File: config.mk
export PLATFORM = sky130hd
export DESIGN_NAME = http_request_byte_tagger
export DESIGN_NICKNAME = d
export VERILOG_FILES = /design/src/hdl/hrbt_pkg.sv /design/src/hdl/http_request_byte_tagger.sv
export SDC_FILE = /design/constraint.sdc
export NUM_CORES = 1
export LEC_CHECK = 0
export ABC_AREA = 0
export BUFFER_PORTS_ARGS = -buffer_cell sky130_fd_sc_hd__buf_2
export CORE_ASPECT_RATIO = 1.75
export CORE_MARGIN = 2
export CORE_UTILIZATION = 30
export DETAILED_ROUTE_END_ITERATION = 7
export PLACE_DENSITY = 0.44
export SLEW_MARGIN = 20
export SYNTH_ARGS = -nofsm -noshare
export SYNTH_HDL_FRONTEND = slang
export SYNTH_SLANG_ARGS = --single-unit
File: constraint.sdc
create_clock -name clk -period 3.4 [get_ports clk]
set_clock_uncertainty 0.05 [all_clocks]
set_input_delay 0.68 -clock clk [delete_from_list [all_inputs] [get_ports clk]]
set_output_delay 0.68 -clock clk [all_outputs]
set_load 0.05 [all_outputs]
File: src/hdl/hrbt_pkg.sv
package hrbt_pkg;

    // Parse phase, one-hot
    typedef enum logic [13:0] {
        PH_METHOD   = 14'b00_0000_0000_0001,
        PH_PRESPACE = 14'b00_0000_0000_0010,
        PH_PATH     = 14'b00_0000_0000_0100,
        PH_QUERY    = 14'b00_0000_0000_1000,
        PH_VERSION  = 14'b00_0000_0001_0000,
        PH_RL_CR    = 14'b00_0000_0010_0000,
        PH_LINE     = 14'b00_0000_0100_0000,
        PH_NAME     = 14'b00_0000_1000_0000,
        PH_HSPACE   = 14'b00_0001_0000_0000,
        PH_VALUE    = 14'b00_0010_0000_0000,
        PH_H_CR     = 14'b00_0100_0000_0000,
        PH_END_CR   = 14'b00_1000_0000_0000,
        PH_BODY     = 14'b01_0000_0000_0000,
        PH_ERROR    = 14'b10_0000_0000_0000
    } phase_t;

    typedef enum logic [2:0] {
        RGN_METHOD  = 3'd0,
        RGN_PATH    = 3'd1,
        RGN_QUERY   = 3'd2,
        RGN_VERSION = 3'd3,
        RGN_NAME    = 3'd4,
        RGN_VALUE   = 3'd5,
        RGN_BODY    = 3'd6,
        RGN_SEP     = 3'd7
    } region_t;

    typedef enum logic [1:0] {
        ST_BUSY = 2'd0,
        ST_OK   = 2'd1,
        ST_BAD  = 2'd2
    } status_t;

    localparam logic [7:0] CH_CR    = 8'd13;
    localparam logic [7:0] CH_LF    = 8'd10;
    localparam logic [7:0] CH_SP    = 8'd32;
    localparam logic [7:0] CH_QUERY = 8'h3F;
    localparam logic [7:0] CH_COLON = 8'h3A;

    // header_index saturates here
    localparam logic [4:0] HDR_IDX_MAX = 5'd31;

endpackage

File: src/hdl/http_request_byte_tagger.sv
// HTTP/1.1 request byte tagger.
// Input channel: one request byte per transfer (byte_value), last_byte set on
// the final byte of a request. Output channel: the same byte as byte_out,
// tagged with its region (method, path, query, version, header name, header
// value, body or separator), the header_index for header bytes, final_flag
// and, on the final byte, status (ok or malformed).
// Both channels transfer a request when valid is high and stall is low.
// A byte accepted on the input channel is registered in the input stage,
// then tagged by the phase update and held in the output register, which
// raises out_valid. Throughput: one byte per cycle while out_stall is low.
// A stall on the output holds the output register; the input stage then also
// holds and in_stall follows, so no byte is lost or repeated.
// Reset clears both valid flags and puts the parser in the method phase with
// no headers counted. After each final byte the parser returns to that state,
// so the next byte starts a new request.
module http_request_byte_tagger #(
    parameter int MAX_HEADERS = 32
) (
    input  logic       clk,
    input  logic       rst_n,
    input  logic       in_valid,
    output logic       in_stall,
    input  logic [7:0] byte_value,
    input  logic       last_byte,
    output logic       out_valid,
    input  logic       out_stall,
    output logic [7:0] byte_out,
    output logic [2:0] region,
    output logic [4:0] header_index,
    output logic       final_flag,
    output logic [1:0] status
);
    import hrbt_pkg::*;

    // counter must hold MAX_HEADERS itself
    localparam int HW = $clog2(MAX_HEADERS + 1);

    // input stage
    logic       s1_valid_reg;
    logic [7:0] s1_byte_reg;
    logic       s1_last_reg;

    // parser state
    phase_t        phase_reg, phase_next;
    logic [HW-1:0] hs_reg, hs_next;
    logic          err_reg, err_next;

    // output register
    logic       out_valid_reg;
    logic [7:0] byte_out_reg;
    logic [2:0] region_reg;
    logic [4:0] hidx_reg;
    logic       final_reg;
    logic [1:0] status_reg;

    logic out_free, s1_move, in_take;

    assign out_free = !out_valid_reg || !out_stall;
    assign s1_move  = s1_valid_reg && out_free;
    assign in_stall = s1_valid_reg && !out_free;
    assign in_take  = in_valid && !in_stall;

    // byte classes
    logic is_sp, is_cr, is_lf, is_q, is_colon;
    assign is_sp    = (s1_byte_reg == CH_SP);
    assign is_cr    = (s1_byte_reg == CH_CR);
    assign is_lf    = (s1_byte_reg == CH_LF);
    assign is_q     = (s1_byte_reg == CH_QUERY);
    assign is_colon = (s1_byte_reg == CH_COLON);

    logic limit_hit;
    assign limit_hit = (32'(hs_reg) >= 32'(MAX_HEADERS));

    // path byte: start of or inside the path
    phase_t  path_ph;
    region_t path_rgn;
    logic    path_open;
    always_comb
    begin
        path_rgn  = RGN_SEP;
        path_open = 1'b0;
        priority if (is_sp)
            path_ph = PH_VERSION;
        else if (is_q)
            path_ph = PH_QUERY;
        else if (is_cr)
            path_ph = PH_RL_CR;
        else if (is_lf)
            path_ph = PH_LINE;
        else
        begin
            path_ph   = PH_PATH;
            path_rgn  = RGN_PATH;
            path_open = 1'b1;
        end
    end

    // first byte of a header line
    phase_t  line_ph;
    region_t line_rgn;
    logic    line_open;
    always_comb
    begin
        line_rgn  = RGN_SEP;
        line_open = 1'b0;
        priority if (limit_hit)
        begin
            line_ph  = PH_BODY;
            line_rgn = RGN_BODY;
        end
        else if (is_cr)
            line_ph = PH_END_CR;
        else if (is_lf)
            line_ph = PH_BODY;
        else if (is_colon)
            line_ph = PH_HSPACE;
        else
        begin
            line_ph   = PH_NAME;
            line_rgn  = RGN_NAME;
            line_open = 1'b1;
        end
    end

    // header value byte; CR or LF closes the header
    phase_t  val_ph;
    region_t val_rgn;
    logic    val_inc;
    always_comb
    begin
        val_rgn = RGN_SEP;
        val_inc = 1'b0;
        priority if (is_cr)
        begin
            val_ph  = PH_H_CR;
            val_inc = 1'b1;
        end
        else if (is_lf)
        begin
            val_ph  = PH_LINE;
            val_inc = 1'b1;
        end
        else
        begin
            val_ph  = PH_VALUE;
            val_rgn = RGN_VALUE;
        end
    end

    // main phase step
    phase_t  step_ph;
    region_t rgn;
    logic    open_item, fail, hs_inc;
    always_comb
    begin
        step_ph   = phase_reg;
        rgn       = RGN_SEP;
        open_item = 1'b0;
        fail      = 1'b0;
        hs_inc    = 1'b0;
        unique case (phase_reg)
            PH_METHOD:
            begin
                open_item = 1'b1;
                priority if (is_sp)
                    step_ph = PH_PRESPACE;
                else if (is_cr || is_lf)
                    fail = 1'b1;
                else
                    rgn = RGN_METHOD;
            end
            PH_PRESPACE:
            begin
                if (is_sp)
                    open_item = 1'b1;
                else
                begin
                    step_ph   = path_ph;
                    rgn       = path_rgn;
                    open_item = path_open;
                end
            end
            PH_PATH:
            begin
                step_ph   = path_ph;
                rgn       = path_rgn;
                open_item = path_open;
            end
            PH_QUERY:
            begin
                priority if (is_sp)
                    step_ph = PH_VERSION;
                else if (is_cr)
                    step_ph = PH_RL_CR;
                else if (is_lf)
                    step_ph = PH_LINE;
                else
                    rgn = RGN_QUERY;
            end
            PH_VERSION:
            begin
                priority if (is_cr)
                    step_ph = PH_RL_CR;
                else if (is_lf)
                    step_ph = PH_LINE;
                else
                    rgn = RGN_VERSION;
            end
            PH_RL_CR, PH_H_CR:
            begin
                if (is_lf)
                    step_ph = PH_LINE;
                else
                begin
                    step_ph   = line_ph;
                    rgn       = line_rgn;
                    open_item = line_open;
                end
            end
            PH_LINE:
            begin
                step_ph   = line_ph;
                rgn       = line_rgn;
                open_item = line_open;
            end
            PH_NAME:
            begin
                priority if (is_colon)
                    step_ph = PH_HSPACE;
                else if (is_cr || is_lf)
                    fail = 1'b1;
                else
                begin
                    rgn       = RGN_NAME;
                    open_item = 1'b1;
                end
            end
            PH_HSPACE:
            begin
                if (!is_sp)
                begin
                    step_ph = val_ph;
                    rgn     = val_rgn;
                    hs_inc  = val_inc;
                end
            end
            PH_VALUE:
            begin
                step_ph = val_ph;
                rgn     = val_rgn;
                hs_inc  = val_inc;
            end
            PH_END_CR:
            begin
                step_ph = PH_BODY;
                if (!is_lf)
                    rgn = RGN_BODY;
            end
            PH_BODY:
                rgn = RGN_BODY;
            default:
                ; // error phase and unused codes: separator, stay put
        endcase
        if (fail)
            step_ph = PH_ERROR;
    end

    // header index, saturated
    logic [4:0] hidx;
    always_comb
    begin
        if (rgn == RGN_NAME || rgn == RGN_VALUE)
            hidx = (32'(hs_reg) > 32'(HDR_IDX_MAX)) ? HDR_IDX_MAX : 5'(hs_reg);
        else
            hidx = '0;
    end

    status_t st;
    always_comb
    begin
        if (!s1_last_reg)
            st = ST_BUSY;
        else if (err_reg || fail || open_item)
            st = ST_BAD;
        else
            st = ST_OK;
    end

    // final byte puts the parser back to its reset state
    always_comb
    begin
        if (s1_last_reg)
        begin
            phase_next = PH_METHOD;
            hs_next    = '0;
            err_next   = 1'b0;
        end
        else
        begin
            phase_next = step_ph;
            hs_next    = hs_inc ? hs_reg + 1'b1 : hs_reg;
            err_next   = err_reg || fail;
        end
    end

    always_ff @(posedge clk or negedge rst_n)
    begin
        if (!rst_n)
        begin
            s1_valid_reg  <= 1'b0;
            out_valid_reg <= 1'b0;
            phase_reg     <= PH_METHOD;
            hs_reg        <= '0;
            err_reg       <= 1'b0;
        end
        else
        begin
            if (in_take)
                s1_valid_reg <= 1'b1;
            else if (s1_move)
                s1_valid_reg <= 1'b0;

            if (s1_move)
                out_valid_reg <= 1'b1;
            else if (!out_stall)
                out_valid_reg <= 1'b0;

            if (s1_move)
            begin
                phase_reg <= phase_next;
                hs_reg    <= hs_next;
                err_reg   <= err_next;
            end
        end
    end

    // payload registers
    always_ff @(posedge clk)
    begin
        if (in_take)
        begin
            s1_byte_reg <= byte_value;
            s1_last_reg <= last_byte;
        end
        if (s1_move)
        begin
            byte_out_reg <= s1_byte_reg;
            region_reg   <= rgn;
            hidx_reg     <= hidx;
            final_reg    <= s1_last_reg;
            status_reg   <= st;
        end
    end

    assign out_valid    = out_valid_reg;
    assign byte_out     = byte_out_reg;
    assign region       = region_reg;
    assign header_index = hidx_reg;
    assign final_flag   = final_reg;
    assign status       = status_reg;

`ifndef ASSERT_OFF
    // status is only reported on the final byte
    a_status_final: assert property (@(posedge clk) disable iff (!rst_n)
        out_valid_reg && !final_reg |-> status_reg == ST_BUSY)
        else $error("status set on a non-final byte");

    a_status_final_set: assert property (@(posedge clk) disable iff (!rst_n)
        out_valid_reg && final_reg |-> (status_reg == ST_OK || status_reg == ST_BAD))
        else $error("final byte without a verdict");

    // header index only carried by header bytes
    a_hidx_region: assert property (@(posedge clk) disable iff (!rst_n)
        out_valid_reg && hidx_reg != 5'd0
        |-> (region_reg == RGN_NAME || region_reg == RGN_VALUE))
        else $error("header index outside a header");

    // an error latches the error phase
    a_err_phase: assert property (@(posedge clk) disable iff (!rst_n)
        err_reg |-> phase_reg == PH_ERROR)
        else $error("error flag without error phase");

    // final byte restarts the parser
    a_restart: assert property (@(posedge clk) disable iff (!rst_n)
        s1_move && s1_last_reg |=> phase_reg == PH_METHOD && hs_reg == '0 && !err_reg)
        else $error("parser not restarted after final byte");

    // header counter never passes the limit
    a_hs_limit: assert property (@(posedge clk) disable iff (!rst_n)
        32'(hs_reg) <= 32'(MAX_HEADERS))
        else $error("header count beyond limit");
`endif

endmodule

==> results of run 1 <==
## logic make-up after synthesis
family	synth area share, %
compound gates	12.5
xor+xnor	2.99
fa+ha+maj	0.855
buf+inv	2.91
flops	48.4
mux	5.13
simple gates	27.2
## synthesized netlist by cell type, types with 3 or more instances
| cell | count | area (µm²) |
|---|---|---|
| edfxtp_1 | 28 | 841 |
| nor2_1 | 23 | 86.3 |
| dfrtp_1 | 22 | 551 |
| nand2_1 | 22 | 82.6 |
| nand3_1 | 13 | 65.1 |
| nor3_1 | 11 | 55.1 |
| nor4_1 | 11 | 68.8 |
| a21oi_1 | 10 | 50.1 |
| mux2_4 | 10 | 150 |
| inv_1 | 9 | 33.8 |
| nand4_1 | 8 | 50.1 |
| o21ai_0 | 8 | 40.0 |
| clkbuf_1 | 7 | 26.3 |
| or3_1 | 7 | 43.8 |
| xor2_1 | 6 | 52.6 |
| nor4b_1 | 5 | 43.8 |
| or4_1 | 5 | 37.5 |
| and3_1 | 4 | 25.0 |
| nand2b_1 | 4 | 25.0 |
| xnor2_1 | 4 | 35.0 |
| a2111oi_0 | 3 | 26.3 |
| a21o_1 | 3 | 22.5 |
| and2_1 | 3 | 18.8 |
| nor2b_1 | 3 | 18.8 |
| nor3b_1 | 3 | 22.5 |
| o21ai_1 | 3 | 15.0 |
| o31ai_1 | 3 | 22.5 |
## worst max-delay path, delay by kind of cell, from the launching register on
| kind | cells | cell delay [ns] |
|---|---|---|
| and+or+nand+nor | 5 | 1.99 |
| AOI/OAI and AO/OA | 1 | 0.26 |
| muxes | 1 | 0.31 |
| DFF | 1 | 0.44 |
## layout make-up
class	count	share of cell area (%)
clock buffer	6	3.63
timing repair buffer	59	10.1
clock inverter	2	1.06
multi-input combinational	212	40.1
sequential	51	39.9
tap	122	4.29
inverter	9	0.950
## power by group
part | total, mW | internal (mW) | switching (mW)
logic | 0.688 | 0.258 | 0.430
clock network | 0.581 | 0.348 | 0.233
registers | 0.778 | 0.734 | 0.0432
total | 2.05 | 1.34 | 0.706
## per-layer routing
metal,global-route usage [%],part of all wire (%),up-vias
met5,0,0,-
met4,11.8,6.2,0
met3,2.34,3.2,28
met2,30.8,54,69
met1,18.6,37,1189
li1,-,-,1191
## worst max-delay path by stage
stage,startpoint,to,slack [ns],cells past startpoint
finish,phase_reg[11],phase_reg[12],0.24,7
global route,phase_reg[11],phase_reg[11],0.15,7
CTS,phase_reg[11],phase_reg[12],0.25,7
detailed placement,phase_reg[11],phase_reg[9],0.26,7
global placement,phase_reg[11],phase_reg[11],0.30,7
floorplan,phase_reg[3],phase_reg[7],0.41,9
## through the flow
stage | cell area (µm²) | setup slack (ns)
after floorplan | 2930 | 0.408
after global placement | 3390 | 0.302
after detailed placement | 3390 | 0.265
after CTS | 3550 | 0.253
after global routing | 3550 | 0.151
final | 3550 | 0.242
==> key figures, run 1 <==
Synth
  – Synth cell types: 59
  – Register area share after synthesis: 48.4%
  – Syn_nets: 298
  – Top_reg_cell synth: edfxtp_1
  – Cell Area, Synth: 2930 µm²
  – Syn Area/Cell: 10.3 µm²
  – YS warnings: 0
  – Asr flop ratio synth: 45.1%
  – Mapped Cells: 283
  – Post-synth EDFFs: 28
  – Flops & latches, synth: 51

STA
  – Post-layout min period: 3.16 ns
  – Final setup violation count: 0
  – Setup_tns: 0 ns
  – RSZ-0062 raised after global routing: false
  – Worst slew margin: 59.6%
  – Worst slew pin tran: 0.604 ns
  – Final worst-path cycle share: 92.9%
  – FMAX: 317 MHz
  – Final hold vios: 0
  – Fin. max-slew vios: 0
  – Hold WS: 0.322 ns

Layout
  – Nets: 353
  – Ant diodes: 0
  – Area grow syn2layout: 21.5%
  – Fin cells: 461
  – Layout filler cell count: 968
  – FF/Latch Area: 1420 µm²
  – Multi-input combinational cell area: 1420 µm²
  – Commonest non-fill, non-tap cells in the layout: buf_2, edfxtp_1, buf_4
  – Share of layout cells above drive strength 1: 25.7%
  – Final Util: 37.5%
  – Commonest non-fill, non-tap cell in the layout: buf_2
  – Max FFs per register: 14

Die
  – Chip width: 78.7 µm
  – Initial Utilization: 30.9%
  – Core area: 9470 µm²
  – Die Y: 135 µm
  – Die area: 10600 µm²
  – Row count: 47
  – Num ports: 34

Clocking
  – Cts-stage hold buffer count: 0
  – CTS buffer count: 5
  – CTS H-tree depth: 2
  – Post_cts resized: 0
  – Clk pin slew, worst setup/hold paths: 0.07 ns
  – Clk buf depth: 2
  – Post-CTS Repair Setup Buffers: 0
  – Clk_lat worst skew: 0.30 ns
  – CTS tree: yes
  – Clock Sink Count: 51
  – Clock root buffer: clkbuf_16

Detailed routing
  – DR WL/cell: 19.1 µm
  – Drt first-iter violations: 167
  – Drt first pass iters: 4
  – Avg Vias per Cell: 5.37
  – DRC viols: 0
  – Via count: 2477
  – Antenna viol nets, final: 0
  – DRT Wirelength: 8.80 mm

Global routing
  – Congestion Overflow GR: 0
  – GRT Resource Usage Total: 17.3%
  – Initial antenna violation count: 0
  – First-pass GRT wire length: 13.8 mm
  – Largest net degree at the start of global routing: 24
  – Vias in the first global route: 2570

Power and ir drop
  – Worst VDD drop: 0.226 mV
  – Pwr Density: 576 nW/µm²
  – Power, Total: 2.05 mW
  – Leakage: 1.46 nW

Setup path
  – Arr. time, crit path: 3.28 ns
  – WP data required: 3.53 ns
  – Reg-to-Reg End: phase_reg[12]
  – Most common cell on crit path: or4_1
  – Setup crit end kind: flop
  – CP Launch Type: flop
  – R2R depth: 7
  – CP max FO: 10
  – Reg2reg start: phase_reg[11]
  – Kind of critical path: flop to flop
  – Slowest-stage cell, CP: or4_4
  – Critical path, cell by cell: or4_4 -> or4_1 -> o2111a_1 -> and4_4 -> or4_1 -> nand2_8 -> mux2_4
  – Reg2reg setup slack: 0.24 ns
  – Max incr delay on CP: 0.59 ns

Placement
  – Placed instance count: 453
  – Post-DP HPWL: 6.84 mm
  – Port bufs: 33
  – GPL Wtd Cong: 0.859

Min path
  – Worst Hold Class: primary input to asynchronous set/reset pin

Outcome
  – Outcome: completed

Job
  – Max Cap Viol: 0
Note: power is estimated with default switching activity, not from simulation.
==> inputs of run 2 (changes only) <==
--- a/config.mk
+++ b/config.mk
@@ -5,13 +5,14 @@
 export SDC_FILE = /design/constraint.sdc
 export NUM_CORES = 1
 export LEC_CHECK = 0
-export ABC_AREA = 0
+export ABC_AREA = 1
 export BUFFER_PORTS_ARGS = -buffer_cell sky130_fd_sc_hd__buf_2
 export CORE_ASPECT_RATIO = 1.75
 export CORE_MARGIN = 2
 export CORE_UTILIZATION = 30
 export DETAILED_ROUTE_END_ITERATION = 7
 export PLACE_DENSITY = 0.44
+export RECOVER_POWER = 100
 export SLEW_MARGIN = 20
 export SYNTH_ARGS = -nofsm -noshare
 export SYNTH_HDL_FRONTEND = slang
==> key figures, run 2 <==
Min path
  – Worst Hold Class: flop to flop
  – Hold Path Cell Cnt: 0
  – HP Start: s1_byte_reg[7]

Global routing
  – Congestion Overflow GR: 0 (unchanged)
  – Initial antenna violation count: 0 (unchanged)
  – First-pass GRT wire length: 13.9 mm (+0.90%)
  – GRT Resource Usage Total: 17.5% (+0.20 points)
  – Vias in the first global route: 2660 (+3.5%)
  – Largest net degree at the start of global routing: 24 (unchanged)

STA
  – RSZ-0062 raised after global routing: false
  – Final setup violation count: 0 (unchanged)
  – Post-layout min period: 2.62 ns (-0.534 ns)
  – Setup ws final: 0.775 ns (+0.534 ns)
  – Final hold vios: 0 (unchanged)
  – Worst slew pin tran: 1.42 ns (+0.819 ns)
  – Setup_tns: 0 ns (unchanged)
  – Fin. max-slew vios: 0 (unchanged)
  – Final worst-path cycle share: 77.2% (-16 points)
  – Worst slew margin: 5.11% (-55 points)
  – FMAX: 381 MHz (+20%)

Synth
  – Fraction of synthesized cell area in xor and xnor cells: 0.880% (-2.1 points)
  – YS warnings: 0 (unchanged)
  – Syn Area/Cell: 7.67 µm² (-26%)
  – Top_reg_cell synth: edfxtp_1
  – Synth cell types: 36 (-39%)
  – Post-synth top area cell: edfxtp_1
  – Synth top area share: 28.2% (-0.57 points)
  – Adder-Cell Fraction of Synth Area: 0.838% (-0.017 points)
  – Syn_nets: 404 (+36%)
  – Synth Area in Simple Gates: 37.7% (+10 points)
  – Most common cell in the netlist: nand2_1
  – Flops & latches, synth: 51 (unchanged)
  – Cell Area, Synth: 2990 µm² (+2.0%)
  – Asr flop ratio synth: 45.1% (unchanged)
  – Synth top area cells: edfxtp_1, dfrtp_1, nand2_1
  – Synth cell count leaders: nand2_1, nor2_1, inv_1, nand3_1, edfxtp_1
  – Register area share after synthesis: 47.5% (-0.95 points)
  – Post-synth EDFFs: 28 (unchanged)
  – Mapped Cells: 389 (+37%)
  – Post-synthesis mux area share: 0% (-5.1 points)
  – Post-synthesis compound-gate area fraction: 5.66% (-6.8 points)
  – Largest family of logic cells by synthesized area: simple AND/OR/NAND/NOR gates

Clocking
  – CTS tree: yes
  – Cts-stage hold buffer count: 0 (unchanged)
  – Clock root buffer: clkbuf_16
  – Clock Sink Count: 51 (unchanged)
  – Post-CTS Repair Setup Buffers: 0 (unchanged)
  – Clk_lat worst skew: 0.30 ns (about the same)
  – CTS buffer count: 5 (unchanged)
  – CTS H-tree depth: 2 (unchanged)
  – Clk pin slew, worst setup/hold paths: 0.08 ns (about the same)
  – Post_cts resized: 0 (unchanged)
  – Clk buf depth: 2 (unchanged)

Detailed routing
  – Via count: 2651 (+7.0%)
  – Antenna viol nets, final: 0 (unchanged)
  – Avg Vias per Cell: 4.81 (-10%)
  – DRT Wirelength: 8.77 mm (-0.35%)
  – Drt first-iter violations: 180 (+7.8%)
  – DR WL/cell: 15.9 µm (-17%)
  – DRC viols: 0 (unchanged)
  – Drt first pass iters: 4 (unchanged)

Layout
  – Commonest non-fill, non-tap cell in the layout: nand2_1
  – Ant diodes: 0 (unchanged)
  – Commonest non-fill, non-tap cells in the layout: nand2_1, nor2_1, inv_1
  – Share of layout cells above drive strength 1: 11.0% (-15 points)
  – Nets: 440 (+25%)
  – Max FFs per register: 14 (unchanged)
  – Area grow syn2layout: 13.2%
  – Post-layout instance area: 3380 µm² (-4.9%)
  – Final Util: 34.5% (-3.0 points)

Die
  – Core area: 9790 µm² (+3.4%)
  – Row count: 48 (+2.1%)
  – Initial Utilization: 30.5% (-0.41 points)
  – Die area: 10800 µm² (+1.9%)
  – Chip width: 79.4 µm (+0.95%)
  – Num ports: 34 (unchanged)
  – Die Y: 136 µm (+0.97%)

Setup path
  – CP Launch Type: flop
  – CP max FO: 6 (-4)
  – Setup crit end kind: flop
  – Crit path launch: phase_reg[3]
  – Arr. time, crit path: 2.73 ns (-0.55 ns)
  – Reg2reg start: phase_reg[3]
  – R2R depth: 11 (+4)
  – WP data required: 3.51 ns (-0.02 ns)
  – Kind of critical path: flop to flop

Power and ir drop
  – Power, Total: 2.00 mW (-2.1%)
  – Leakage: 1.65 nW (+13%)
  – Worst VDD drop: 0.254 mV (+12%)
  – Pwr Density: 593 nW/µm² (+3.0%)

Placement
  – Post-DP HPWL: 6.76 mm (-1.2%)
  – DP Worst Slack: 1.15 ns (+0.885 ns)
  – GPL Wtd Cong: 0.924 (+7.6%)
  – Port bufs: 33 (unchanged)
  – Dpl cell area: 3290 µm² (-2.9%)

Job
  – Max Cap Viol: 0 (unchanged)

Outcome
  – Outcome: completed
-- run 2: cell count changes in the layout (fill, tap and decap cells not counted), moves of 6 or more --
cell      before  now
mux2_4        10    0
nor3_1        11    5
inv_1          9   44
nor2_2         0    6
nor2_1        23   63
buf_4         26    0
nor4_1        11    0
nand2_2        0    6
or3_1          7    0
nand2_1       22  112
clkbuf_1       1   23
nand3_1       13   39
buf_2         33   11
-- run 2: stage by stage --
step | instances | hold slack (ns)
after floorplan | 389 | 0.334
after global placement | 543 | 0.413
after detailed placement | 543 | 0.431
after CTS | 551 | 0.362
after global routing | 551 | 0.459
final | 551 | 0.438
-- run 2: routing by layer --
layer  part of all wire (%)  track usage (%)
met5                      0                0
met4                    5.3             10.6
met3                    2.7             2.66
met2                     56             33.3
met1                     36             17.2
-- run 2: cell families (layout without fill, tap and decap cells) --
family                     after synthesis  in the layout
DFF                                     51             51
and+or+nand+nor                        248            248
buffers and inverters                   55             92
AOI/OAI and AO/OA                       30             30
xor gates and xnor gates                 3              3
adders and majority gates                2              2
-- run 2: path summary, 6_finish.rpt --
path | slack [ns] | end
max | 0.78 | header_index[1]
min | 0.44 | byte_out[7]
max reg2reg | 0.78 | header_index[1]
min reg2reg | 0.44 | byte_out[7]
max in group asynchronous | 1.81 | hs_reg[2]
min in group asynchronous | 0.64 | phase_reg[8]
-- run 2: layout make-up --
| type | count | area (µm²) |
|---|---|---|
| clock buffers | 5 | 125 |
| well taps | 125 | 156 |
| multi-input cells | 283 | 1320 |
| flip-flops and latches | 51 | 1420 |
| repair buffers | 34 | 141 |
| fillers | 1076 | 6410 |
| inverters | 50 | 190 |
| clock inverters | 3 | 26.3 |
-- run 2: critical path, cell delays in order (launching register included) --
cell and delay (ns):
dfrtp_1 0.47, nor2_1 0.26, nand2_1 0.17, nor2_1 0.35
nand3_1 0.25, nand2_1 0.15, nor2_1 0.13, nand3_1 0.14
nand2_1 0.06, inv_1 0.11, nand3_1 0.19, nor2_1 0.14
-- run 2: power breakdown --
part | switching, mW | total (mW) | internal, mW | leakage, nW
clock | 0.256 | 0.536 | 0.280 | 0.0748
sequential | 0.0628 | 0.819 | 0.757 | 0.576
combinational | 0.497 | 0.649 | 0.151 | 1.00
total | 0.816 | 2.00 | 1.19 | 1.65
